[config.mk]
export PLATFORM = sky130hd
export DESIGN_NAME = bond_vector_table_unit
export DESIGN_NICKNAME = d
export VERILOG_FILES = /design/src/rtl/bvt_pkg.sv /design/src/rtl/bond_vector_table_unit.sv /design/src/rtl/bvt_vec_mem.sv /design/src/rtl/bvt_seq.sv
export SDC_FILE = /design/constraint.sdc
export NUM_CORES = 2
export LEC_CHECK = 0
export ABC_CLOCK_PERIOD_IN_PS = 7700
export BUFFER_PORTS_ARGS = -buffer_cell sky130_fd_sc_hd__buf_2
export CORE_MARGIN = 1.5
export CORE_UTILIZATION = 60
export DETAILED_ROUTE_END_ITERATION = 10
export GPL_TIMING_DRIVEN = 0
export HOLD_SLACK_MARGIN = 0.1
export PLACE_DENSITY = 0.76
export SYNTH_ARGS = -nofsm -noshare
export SYNTH_HDL_FRONTEND = slang
export SYNTH_HIERARCHICAL = 1
export SYNTH_SLANG_ARGS = --single-unit
[constraint.sdc]
create_clock -name clk -period 7.7 [get_ports clk]
set_input_delay 1.925 -clock clk [delete_from_list [all_inputs] [get_ports clk]]
set_output_delay 1.925 -clock clk [all_outputs]
set_load 0.05 [all_outputs]
[src/rtl/bvt_pkg.sv]
package bvt_pkg;

	// request codes
	localparam logic [1:0] CMD_ADD      = 2'd0;
	localparam logic [1:0] CMD_FIND_VEC = 2'd1;
	localparam logic [1:0] CMD_FIND_ID  = 2'd2;
	localparam logic [1:0] CMD_CLEAR    = 2'd3;

	// status codes
	localparam logic [1:0] STAT_OK       = 2'd0;
	localparam logic [1:0] STAT_RANGE    = 2'd1;
	localparam logic [1:0] STAT_DUP      = 2'd2;
	localparam logic [1:0] STAT_NOTFOUND = 2'd3;

	localparam int unsigned COMP_W = 4;
	localparam int unsigned ID_W   = 7;
	localparam int unsigned VEC_W  = 3 * COMP_W;

	typedef logic [VEC_W-1:0] vec_t;

	typedef struct packed {
		logic [1:0]             status;
		logic [ID_W-1:0]        found_id;
		logic signed [COMP_W-1:0] found_x;
		logic signed [COMP_W-1:0] found_y;
		logic signed [COMP_W-1:0] found_z;
	} resp_t;

	typedef struct packed {
		logic rd_en;
		logic wr_en;
	} mem_ctl_t;

endpackage

[src/rtl/bond_vector_table_unit.sv]
// bond vector table: holds up to ID_COUNT vectors (components in
// -MAX_COMPONENT..MAX_COMPONENT) keyed by identifier, in one single-port-write,
// registered-read memory plus a row of valid flops. one request gives one
// result. add and find-by-vector walk the memory linearly, one entry read per
// cycle, and stop early when the walk meets a matching vector; an add that is
// refused up front skips the walk, find-by-id reads its single entry, and clear
// and refused requests go straight to the result. a new request is taken only
// once the previous one has handed its result to the output register.
module bond_vector_table_unit #(
	parameter int unsigned ID_COUNT      = 128,
	parameter int unsigned MAX_COMPONENT = 4
) (
	input  logic                          clk,
	input  logic                          arst_n,
	// request channel
	input  logic                          in_valid,
	output logic                          in_stall,
	input  logic [1:0]                    cmd,
	input  logic signed [bvt_pkg::COMP_W-1:0] vec_x,
	input  logic signed [bvt_pkg::COMP_W-1:0] vec_y,
	input  logic signed [bvt_pkg::COMP_W-1:0] vec_z,
	input  logic [bvt_pkg::ID_W-1:0]      bond_id,
	// result channel
	output logic                          out_valid,
	input  logic                          out_stall,
	output logic [1:0]                    status,
	output logic [bvt_pkg::ID_W-1:0]      found_id,
	output logic signed [bvt_pkg::COMP_W-1:0] found_x,
	output logic signed [bvt_pkg::COMP_W-1:0] found_y,
	output logic signed [bvt_pkg::COMP_W-1:0] found_z
);
	import bvt_pkg::*;

	localparam int unsigned IDX_W = $clog2(ID_COUNT);

	mem_ctl_t         mem_ctl;
	logic [IDX_W-1:0] mem_rd_addr;
	logic [IDX_W-1:0] mem_wr_addr;
	vec_t             mem_wr_data;
	vec_t             mem_rd_data;

	logic  res_valid;
	logic  res_free;
	resp_t res;

	logic  out_valid_q;
	resp_t out_q;

	// sequencer: decodes the request, runs the scan and keeps the valid row
	bvt_seq #(
		.ID_COUNT      (ID_COUNT),
		.MAX_COMPONENT (MAX_COMPONENT),
		.IDX_W         (IDX_W)
	) u_seq (
		.clk         (clk),
		.arst_n      (arst_n),
		.req_valid   (in_valid),
		.req_stall   (in_stall),
		.req_cmd     (cmd),
		.req_x       (vec_x),
		.req_y       (vec_y),
		.req_z       (vec_z),
		.req_id      (bond_id),
		.res_valid   (res_valid),
		.res_free    (res_free),
		.res         (res),
		.mem_ctl     (mem_ctl),
		.mem_rd_addr (mem_rd_addr),
		.mem_wr_addr (mem_wr_addr),
		.mem_wr_data (mem_wr_data),
		.mem_rd_data (mem_rd_data)
	);

	// vector storage, contents undefined until written
	bvt_vec_mem #(
		.DEPTH  (ID_COUNT),
		.ADDR_W (IDX_W)
	) u_mem (
		.clk     (clk),
		.ctl     (mem_ctl),
		.rd_addr (mem_rd_addr),
		.wr_addr (mem_wr_addr),
		.wr_data (mem_wr_data),
		.rd_data (mem_rd_data)
	);

	// output register: free when empty or being taken this cycle
	assign res_free = !out_valid_q || !out_stall;

	always_ff @(posedge clk or negedge arst_n) begin
		if (!arst_n) begin
			out_valid_q <= 1'b0;
		end else if (res_free) begin
			out_valid_q <= res_valid;
		end
	end

	always_ff @(posedge clk) begin
		if (res_free && res_valid) begin
			out_q <= res;
		end
	end

	assign out_valid = out_valid_q;
	assign status    = out_q.status;
	assign found_id  = out_q.found_id;
	assign found_x   = out_q.found_x;
	assign found_y   = out_q.found_y;
	assign found_z   = out_q.found_z;

endmodule

[src/rtl/bvt_vec_mem.sv]
module bvt_vec_mem #(
	parameter int unsigned DEPTH  = 128,
	parameter int unsigned ADDR_W = 7
) (
	input  logic               clk,
	input  bvt_pkg::mem_ctl_t  ctl,
	input  logic [ADDR_W-1:0]  rd_addr,
	input  logic [ADDR_W-1:0]  wr_addr,
	input  bvt_pkg::vec_t      wr_data,
	output bvt_pkg::vec_t      rd_data
);
	import bvt_pkg::*;

	vec_t mem_q [DEPTH];
	vec_t rd_data_q;

	always_ff @(posedge clk) begin
		if (ctl.wr_en) begin
			mem_q[wr_addr] <= wr_data;
		end
	end

	always_ff @(posedge clk) begin
		if (ctl.rd_en) begin
			rd_data_q <= mem_q[rd_addr];
		end
	end

	assign rd_data = rd_data_q;

endmodule

[src/rtl/bvt_seq.sv]
module bvt_seq #(
	parameter int unsigned ID_COUNT      = 128,
	parameter int unsigned MAX_COMPONENT = 4,
	parameter int unsigned IDX_W         = 7
) (
	input  logic                          clk,
	input  logic                          arst_n,
	input  logic                          req_valid,
	output logic                          req_stall,
	input  logic [1:0]                    req_cmd,
	input  logic signed [bvt_pkg::COMP_W-1:0] req_x,
	input  logic signed [bvt_pkg::COMP_W-1:0] req_y,
	input  logic signed [bvt_pkg::COMP_W-1:0] req_z,
	input  logic [bvt_pkg::ID_W-1:0]      req_id,
	output logic                          res_valid,
	input  logic                          res_free,
	output bvt_pkg::resp_t                res,
	output bvt_pkg::mem_ctl_t             mem_ctl,
	output logic [IDX_W-1:0]              mem_rd_addr,
	output logic [IDX_W-1:0]              mem_wr_addr,
	output bvt_pkg::vec_t                 mem_wr_data,
	input  bvt_pkg::vec_t                 mem_rd_data
);
	import bvt_pkg::*;

	localparam logic [1:0] S_IDLE  = 2'd0;
	localparam logic [1:0] S_SCAN  = 2'd1;
	localparam logic [1:0] S_FETCH = 2'd2;
	localparam logic [1:0] S_PUT   = 2'd3;

	localparam logic [IDX_W-1:0]   LAST_IDX = IDX_W'(ID_COUNT - 1);
	localparam logic [8:0]         ID_LIMIT = 9'(ID_COUNT);
	localparam logic signed [4:0]  MAXC     = 5'(MAX_COMPONENT);

	logic [1:0]          state_q;
	logic [ID_COUNT-1:0] valid_q;
	logic [1:0]          cmd_q;
	vec_t                vec_q;
	logic [IDX_W-1:0]    idx_q;
	logic [IDX_W-1:0]    scan_q;
	logic                issued_all_q;
	logic                vld_s1;
	logic [IDX_W-1:0]    addr_s1;
	resp_t               res_q;

	logic             accept;
	logic             ranged;
	logic             id_ok;
	logic [IDX_W-1:0] id_idx;
	logic             hit;
	logic             scan_end;

	function automatic logic comp_ok(input logic signed [COMP_W-1:0] c);
		logic signed [4:0] w;
		w = 5'(c);
		return (w <= MAXC) && (w >= -MAXC);
	endfunction

	assign req_stall = (state_q != S_IDLE);
	assign accept    = req_valid && (state_q == S_IDLE);
	assign ranged    = comp_ok(req_x) && comp_ok(req_y) && comp_ok(req_z);
	assign id_ok     = (9'(req_id) < ID_LIMIT);
	assign id_idx    = IDX_W'(req_id);

	// compare stage sees the entry read in the previous cycle
	assign hit      = vld_s1 && valid_q[addr_s1] && (mem_rd_data == vec_q);
	assign scan_end = vld_s1 && (addr_s1 == LAST_IDX);

	always_comb begin
		mem_ctl.rd_en = 1'b0;
		mem_ctl.wr_en = 1'b0;
		mem_rd_addr   = scan_q;
		mem_wr_addr   = idx_q;
		mem_wr_data   = vec_q;
		if (state_q == S_IDLE) begin
			mem_rd_addr   = id_idx;
			mem_ctl.rd_en = accept && (req_cmd == CMD_FIND_ID) && id_ok;
		end else if (state_q == S_SCAN) begin
			mem_ctl.rd_en = !issued_all_q && !hit;
			mem_ctl.wr_en = (cmd_q == CMD_ADD) && !hit && scan_end;
		end
	end

	always_ff @(posedge clk or negedge arst_n) begin
		if (!arst_n) begin
			state_q      <= S_IDLE;
			valid_q      <= '0;
			scan_q       <= '0;
			issued_all_q <= 1'b0;
			vld_s1       <= 1'b0;
		end else begin
			case (state_q)
				S_IDLE: begin
					scan_q       <= '0;
					issued_all_q <= 1'b0;
					vld_s1       <= 1'b0;
					if (accept) begin
						case (req_cmd)
							CMD_ADD: begin
								if (ranged && id_ok && !valid_q[id_idx]) begin
									state_q <= S_SCAN;
								end else begin
									state_q <= S_PUT;
								end
							end
							CMD_FIND_VEC: state_q <= ranged ? S_SCAN : S_PUT;
							CMD_FIND_ID: begin
								if (id_ok && valid_q[id_idx]) begin
									state_q <= S_FETCH;
								end else begin
									state_q <= S_PUT;
								end
							end
							default: begin
								valid_q <= '0;
								state_q <= S_PUT;
							end
						endcase
					end
				end
				S_SCAN: begin
					if (hit || scan_end) begin
						vld_s1  <= 1'b0;
						state_q <= S_PUT;
						if (!hit && (cmd_q == CMD_ADD)) begin
							valid_q[idx_q] <= 1'b1;
						end
					end else begin
						vld_s1 <= !issued_all_q;
						if (!issued_all_q) begin
							scan_q <= scan_q + 1'b1;
							if (scan_q == LAST_IDX) begin
								issued_all_q <= 1'b1;
							end
						end
					end
				end
				S_FETCH: state_q <= S_PUT;
				S_PUT: begin
					if (res_free) begin
						state_q <= S_IDLE;
					end
				end
				default: state_q <= S_IDLE;
			endcase
		end
	end

	// payload side, no reset
	always_ff @(posedge clk) begin
		if (state_q == S_SCAN) begin
			addr_s1 <= scan_q;
		end
		if (accept) begin
			cmd_q <= req_cmd;
			vec_q <= {req_x, req_y, req_z};
			idx_q <= id_idx;
			res_q.found_id <= '0;
			res_q.found_x  <= '0;
			res_q.found_y  <= '0;
			res_q.found_z  <= '0;
			case (req_cmd)
				CMD_ADD: begin
					if (!ranged || !id_ok) begin
						res_q.status <= STAT_RANGE;
					end else if (valid_q[id_idx]) begin
						res_q.status <= STAT_DUP;
					end else begin
						res_q.status <= STAT_OK;
					end
				end
				CMD_FIND_VEC: res_q.status <= STAT_NOTFOUND;
				CMD_FIND_ID: begin
					res_q.status <= (id_ok && valid_q[id_idx]) ? STAT_OK : STAT_NOTFOUND;
				end
				default: res_q.status <= STAT_OK;
			endcase
		end else if (state_q == S_SCAN) begin
			if (hit) begin
				if (cmd_q == CMD_ADD) begin
					res_q.status <= STAT_DUP;
				end else begin
					res_q.status   <= STAT_OK;
					res_q.found_id <= ID_W'(addr_s1);
				end
			end
		end else if (state_q == S_FETCH) begin
			res_q.found_x <= mem_rd_data[VEC_W-1 -: COMP_W];
			res_q.found_y <= mem_rd_data[COMP_W +: COMP_W];
			res_q.found_z <= mem_rd_data[COMP_W-1:0];
		end
	end

	assign res_valid = (state_q == S_PUT);
	assign res       = res_q;

endmodule
; ---- Word-level counts from Yosys, hierarchy flattened
; Memories as Yosys holds them, arrays and structs flattened. A register that Yosys moved wholly into a read port is not among the register bits.
; Index checks and enable logic that the tools add are counted.
[op_classes]
magnitude_cmp = 10
n_eq_ne = 15
add_sub_neg = 1
shifts = 0
n_mux = 45
bitwise_logic = 3
n_div = 0
reduce_logical = 38
mul = 0
[ops]
columns = op, count
row1 = 128-bit two-way mux, 4
row2 = 128-bit one-hot mux with 2 select lines, 1
row3 = 128-bit bitwise OR, 1
row4 = 7-bit two-way mux, 4
row5 = "7-bit by 8-bit less-than comparator with 1-bit output, second input constant", 3
row6 = 12-bit two-way mux, 2
row7 = 21-bit two-way mux, 1
row8 = 2-bit two-way mux, 10
row9 = 9-bit two-way mux, 2
row10 = 1-bit logical AND, 16
row11 = 1-bit binary-select mux with 7-bit select, 2
row12 = "7-bit == test, second input constant", 2
row13 = 7-bit one-hot mux with 2 select lines, 1
row14 = 12-bit == test, 1
row15 = "4-bit by 3-bit greater-or-equal comparator with 1-bit output, second input constant", 3
row16 = "4-bit less-or-equal comparator, second input constant", 3
row17 = 1-bit two-way mux, 12
row18 = 2-bit one-hot mux with 3 select lines, 2
row19 = 3-bit AND reduction, 3
row20 = "2-bit by 1-bit != test with 1-bit output, second input constant", 4
row21 = 2-bit one-hot mux with 4 select lines, 1
row22 = 2-bit nonzero test, 4
row23 = "7-bit by 1-bit adder with 7-bit output, second input constant", 1
row24 = 1-bit demux with 7-bit select, 1
row25 = other kinds (12), 28
[totals]
mem_count = 1
input_bits = 25
word_cells = 133
ramBits = 1536
rom_bits = 0
regBits = 210
latchBits = 0
[memory_table]
columns = memory, depth, word_bits, rd, rd_clocked_by_memory_dff, write_ports, line
row1 = u_mem.mem_q, 128, 12, 1, 1, 1, bvt_vec_mem.sv:14  ; vec_t mem_q [DEPTH];

; ---- Longest topological paths before layout
[depth]
depth_word = 11
depth_mapped = 15
mapped_depth_nobuf = 10

; ---- By module
; The synthesis kept the hierarchy.
[by_module_without_submodules]
columns = mod, area_each_um2, cells_per_inst, instances
row1 = bvt_vec_mem, 59248.1, 2362, 1
row2 = bvt_seq, 10354.9, 954, 1
row3 = bond_vector_table_unit, 678.2, 25, 1

; ---- Worst setup path before layout
; OpenSTA, ideal clock, no wires.
[synth_path]
path_type = input to register
start = input bond_id[0] (netlist bit)
end = register u_mem.rd_data_q[10] (netlist: u_mem/rd_data[10]), read port of u_mem.mem_q, data pin
t_arrival_ns = 5.245
cell_stages = 10
t_required_ns = 7.440
path_slack_ns = 2.195
cell_sequence = buf_2 -> buf_2 -> buf_2 -> mux2_2 -> buf_2 -> clkbuf_1 -> mux4_2 -> mux4_2 -> mux4_2 -> mux2_2
[synth_via]
elab_chain_len = 1
[synth_lines]
columns = item, line
row1 = start: declaration, bond_vector_table_unit.sv:22  ; input logic [bvt_pkg::ID_W-1:0] bond_id,
row2 = 7-bit two-way mux, bvt_seq.sv:75  ; if (state_q == S_IDLE) begin
row3 = net mem_rd_addr[0], bond_vector_table_unit.sv:37  ; logic [IDX_W-1:0] mem_rd_addr;
row4 = end: declaration, bvt_vec_mem.sv:15  ; vec_t rd_data_q;
; The timed path passes the listed nets, and every way through them passes these cells.
; A chain may end at the register's enable or synchronous reset.

==> metrics list <==
- Share of flip-flops with an asynchronous set or reset: 0.07964
* DR WL/cell: 36.44 um
- Measured in cells, the most critical reg-to-reg path has a length of 14.
- Detailed-router iteration count before antenna repair: 8
* Worst clock skew on the final layout: ~0.039 ns
* Core region area: 0.1162 mm2
- Synthesized net count: about 3.4k
- Dominant synthesized flop cell: edfxtp_1
- Final Net Count: 3657
- The count of endpoints failing hold in the final timing report was 0.
- Power Dens Cells: 366.3 mW/mm2
- At the worst endpoint, the required time is 8.08 ns.
- Synth cell types: 63
* Most common cell after layout, fill and taps aside: edfxtp_1
* Clock sink count: 1758
* Reg2Reg Setup Slack: between 0.02 and 0.03 ns
- In the synthesized netlist, the number of instances is 3341.
- Post-CTS Setup Repair Bufs: 0
- The run finished with clean final reports.
* Maximum clock frequency: 130.3 MHz
- Max-cap violations in this run came to 0.
- The first global-routing pass estimated between 200 and 300 mm of wire.
- The startpoint identified for the worst hold timing path is u_seq/res[5].
- Category of the worst setup path capture point: flip-flop
- The number of pins with negative max-slew slack in the final report came to 0.
* Ports: 48
- Setup repair after global routing left no endpoint under its margin.
- Worst-margin pin slew: roughly 1.5 ns
- Cell breakdown of the critical path: buf_2 > buf_2 > buf_2 > mux2i_1 > a31oi_1 > a221o_1 > a211oi_1 > o21ai_2 > nor3_1 > clkbuf_1 > nor2b_1 > nand3_1 > clkbuf_1 > nor2_1
- Worst hold slack across all endpoints: 0.4323 ns
- Initial antenna violation count: 9
* Global-route usage over all layers: 0.3280
* Detailed placement HPWL: ~120 mm
- Along the worst path, the maximum fanout reaches 12.
- Of the available clock period, the critical path in the final layout requires 0.9967.
* R2R Path Start: u_seq/addr_s1[2]
- From synthesis to final layout, the design area changed by 13.13%.
- Sequential fraction of the synthesis area: 0.7385
* Warnings from Yosys: 6
- After global routing the overflow that remains totals 0.
- The worst pin sits at a relative slew slack of 0.03222.
- Once the clock tree was built, the resizer swapped 0 gates to a different size.
- CTS max path bufs: 3
- Number of buffers added by the clock tree synthesis step: 172
- Clk slew on worst S/H paths: 0.06 ns
- The congestion estimate from routability-driven global placement came to approximately 0.95.
* Finished layout cell area: 0.07951 mm2
- IR analysis of the VDD net gives a maximum drop of between 0.2 and 0.3 mV.
- WS Path Type: reg -> reg
- The kind of cell with the highest combined delay along the critical path is simple AND/OR/NAND/NOR gates.
- The via count of the first global-routing pass was roughly 38k.
- Initial Util: 0.6048
- STA puts the critical path data arrival time at 8.05 ns.
* Vias per cell: about 7.2
* Class of the tightest hold or removal check: reg -> reg
* Number of buffers and inverters on the critical path: 5
- Cell taking the most area after synthesis: edfxtp_1
- On the critical path, the stage with the largest delay is an instance of nor2_1.
- Final count of negative-setup-slack endpoints: 0
- Among the stages of the critical path, the cell type that occurs most often is buf_2.
* CP Launch Type: flip-flop
- The number of placed instances, taps included, is about 5k.
* CTS tree: yes
- Top library cells by usage in the layout, fill and taps aside: edfxtp_1, mux4_2, nor2_1
* Area after DPL: 0.07411 mm2
- For this run, the slowest stage of the critical path takes ~1.2 ns.
- Portion of synthesized cell area occupied by the leading cell type: 0.6832
- Cell at the root of the clock tree: clkbuf_16
- The later pin in the worst-skew pair is clocked with a latency of 0.79 ns.
* Via count: 38.32k
* Cts-stage hold buffer count: 0
- The path with the worst hold slack has its endpoint at found_y[1].
- The H-tree was split into 4 levels.
* Num rows: 125
- The worst hold path passes through 0 cells.
- Remaining number of nets flagged by the antenna check after routing: 0
- Largest net degree at the start of global routing: 90
- IO buf count: 47
* Fraction of layout instances using a drive strength above 1: 0.2741
- Static leakage power: between 0.02 and 0.03 uW
- For this run, design rule violations remaining after detail routing come to 0.
- Measured along the y axis, the die boundary spans ~350 um.
- After the first detailed-routing iteration, the DRC count stood at 6096.
* Die outline width: about 350 um
- Number of enable flip-flop cells after synthesis: between 1.5k and 2k
* Reg-to-reg endpoint: u_mem/mem_q[30][4]
- After synthesis the netlist holds a flip-flop and latch count of approximately 1.8k.
- Summed over all layers, the routed wires come to 192.6 mm.
- After layout, the minimum clock period comes to 7.675 ns.
- The die covers 0.1192 mm2.
- Post-synthesis instance area: 0.07028 mm2
- Critical path depth in cells: 14
- In the post-synthesis netlist, the biggest area contributors are edfxtp_1, mux4_2, dfrtp_1.
- For this run, the number of standard cells in the final layout without fillers is 5287.
- Average cell area after synthesis: roughly 21 um2
## cell type report
class | instances | area (um2)
antenna | 2 | 5.005
multi-input combinational | 1348 | 17330
inverter | 15 | 56.30
timing repair buffer | 112 | 1867
clock buffer | 220 | 4537
tap | 1524 | 1907
sequential | 1758 | 51900
fill | 6726 | 36690
buffer | 220 | 1062
clock inverter | 88 | 850.8
## power breakdown
part / internal (uW) / total (uW) / leakage (uW) / switching (uW)
Sequential: 10900 / 11100 / 0.0165 / 215
Clock: 4610 / 8170 / 0.00262 / 3560
Combinational: 4170 / 9870 / 0.00647 / 5700
Total: 19600 / 29100 / 0.0256 / 9480
## registers in the layout, summed over array words and instances, names as in the netlist
name and cells:
found_x 4, u_mem/rd_data 12, u_seq/valid_q 128, u_mem/mem_q 1536, u_seq/scan_q 7, found_z 4, u_seq/mem_wr_data 12, u_seq/mem_wr_addr 7
found_y 4, status 2, u_seq/state_q 2, u_seq/res 21, found_id 7, u_seq/addr_s1 7, u_seq/cmd_q 2, out_valid 1
u_seq/vld_s1 1, u_seq/issued_all_q 1
## cell families (layout without fill, tap and decap cells)
logic type                 Yosys count  count (layout)  synth area share
AOI/OAI and AO/OA                  213             213           0.02485
xor gates and xnor gates            13              13          0.001620
adders and majority gates            5               5         0.0008901
buffers and inverters              235             655           0.01579
DFF                               1758            1758            0.7385
muxes                              631             631            0.1890
other                                0               2                 0
and+or+nand+nor                    486             486           0.02939
## worst max path at each step
stage	endpoint	from	slack [ns]
2_1_floorplan	u_mem/rd_data[10]	bond_id[0]	2.19
3_3_place_gp	u_mem/mem_q[32][7]	u_seq/mem_wr_data[6]	-1.10
3_5_place_dp	u_mem/rd_data[2]	bond_id[2]	-0.12
4_1_cts	u_mem/mem_q[23][11]	u_seq/addr_s1[2]	0.61
5_1_grt	u_mem/mem_q[30][6]	u_seq/addr_s1[2]	0.19
6_report	u_mem/mem_q[30][4]	u_seq/addr_s1[2]	0.03
## layer usage
metal | up-vias | wire length (um) | GRT usage
met5 | - | 72 | 0
met4 | 10 | 9555 | 0.1437
met3 | 607 | 24850 | 0.08993
met2 | 3151 | 91720 | 0.5147
met1 | 19950 | 66450 | 0.4383
li1 | 14600 | - | -
## cell usage after synthesis (all sizes together) (4+ instances only)
cell    number
a21o         5
dfxtp       19
o21ai       18
nand3       28
buf         99
dfrtp      140
nand3b       4
mux4       554
a211oi       4
inv         14
nor2       317
nand2       65
o211ai       6
nand4        9
edfxtp    1599
a21oi        7
or2          4
a31oi        8
mux2        28
clkbuf     121
mux2i       49
a22oi        4
and2         4
a41oi      129
ha           5
nand2b      11
a211o        4
xnor2       13
nor2b       14
nor3        13
## per-stage QoR
step	setup WS, ns	TNS (ns)	util	total power, uW
floorplan	2.195	0	-	17200
global placement	-1.102	-760.54	0.6232	20290
detailed placement	-0.1177	-1.025	0.6378	20680
CTS	0.6118	0	0.6841	28950
global route	0.1891	0	0.6842	29730
finish	0.02507	0	0.6842	29120
No activity file was read; power rests on OpenSTA's default activity.
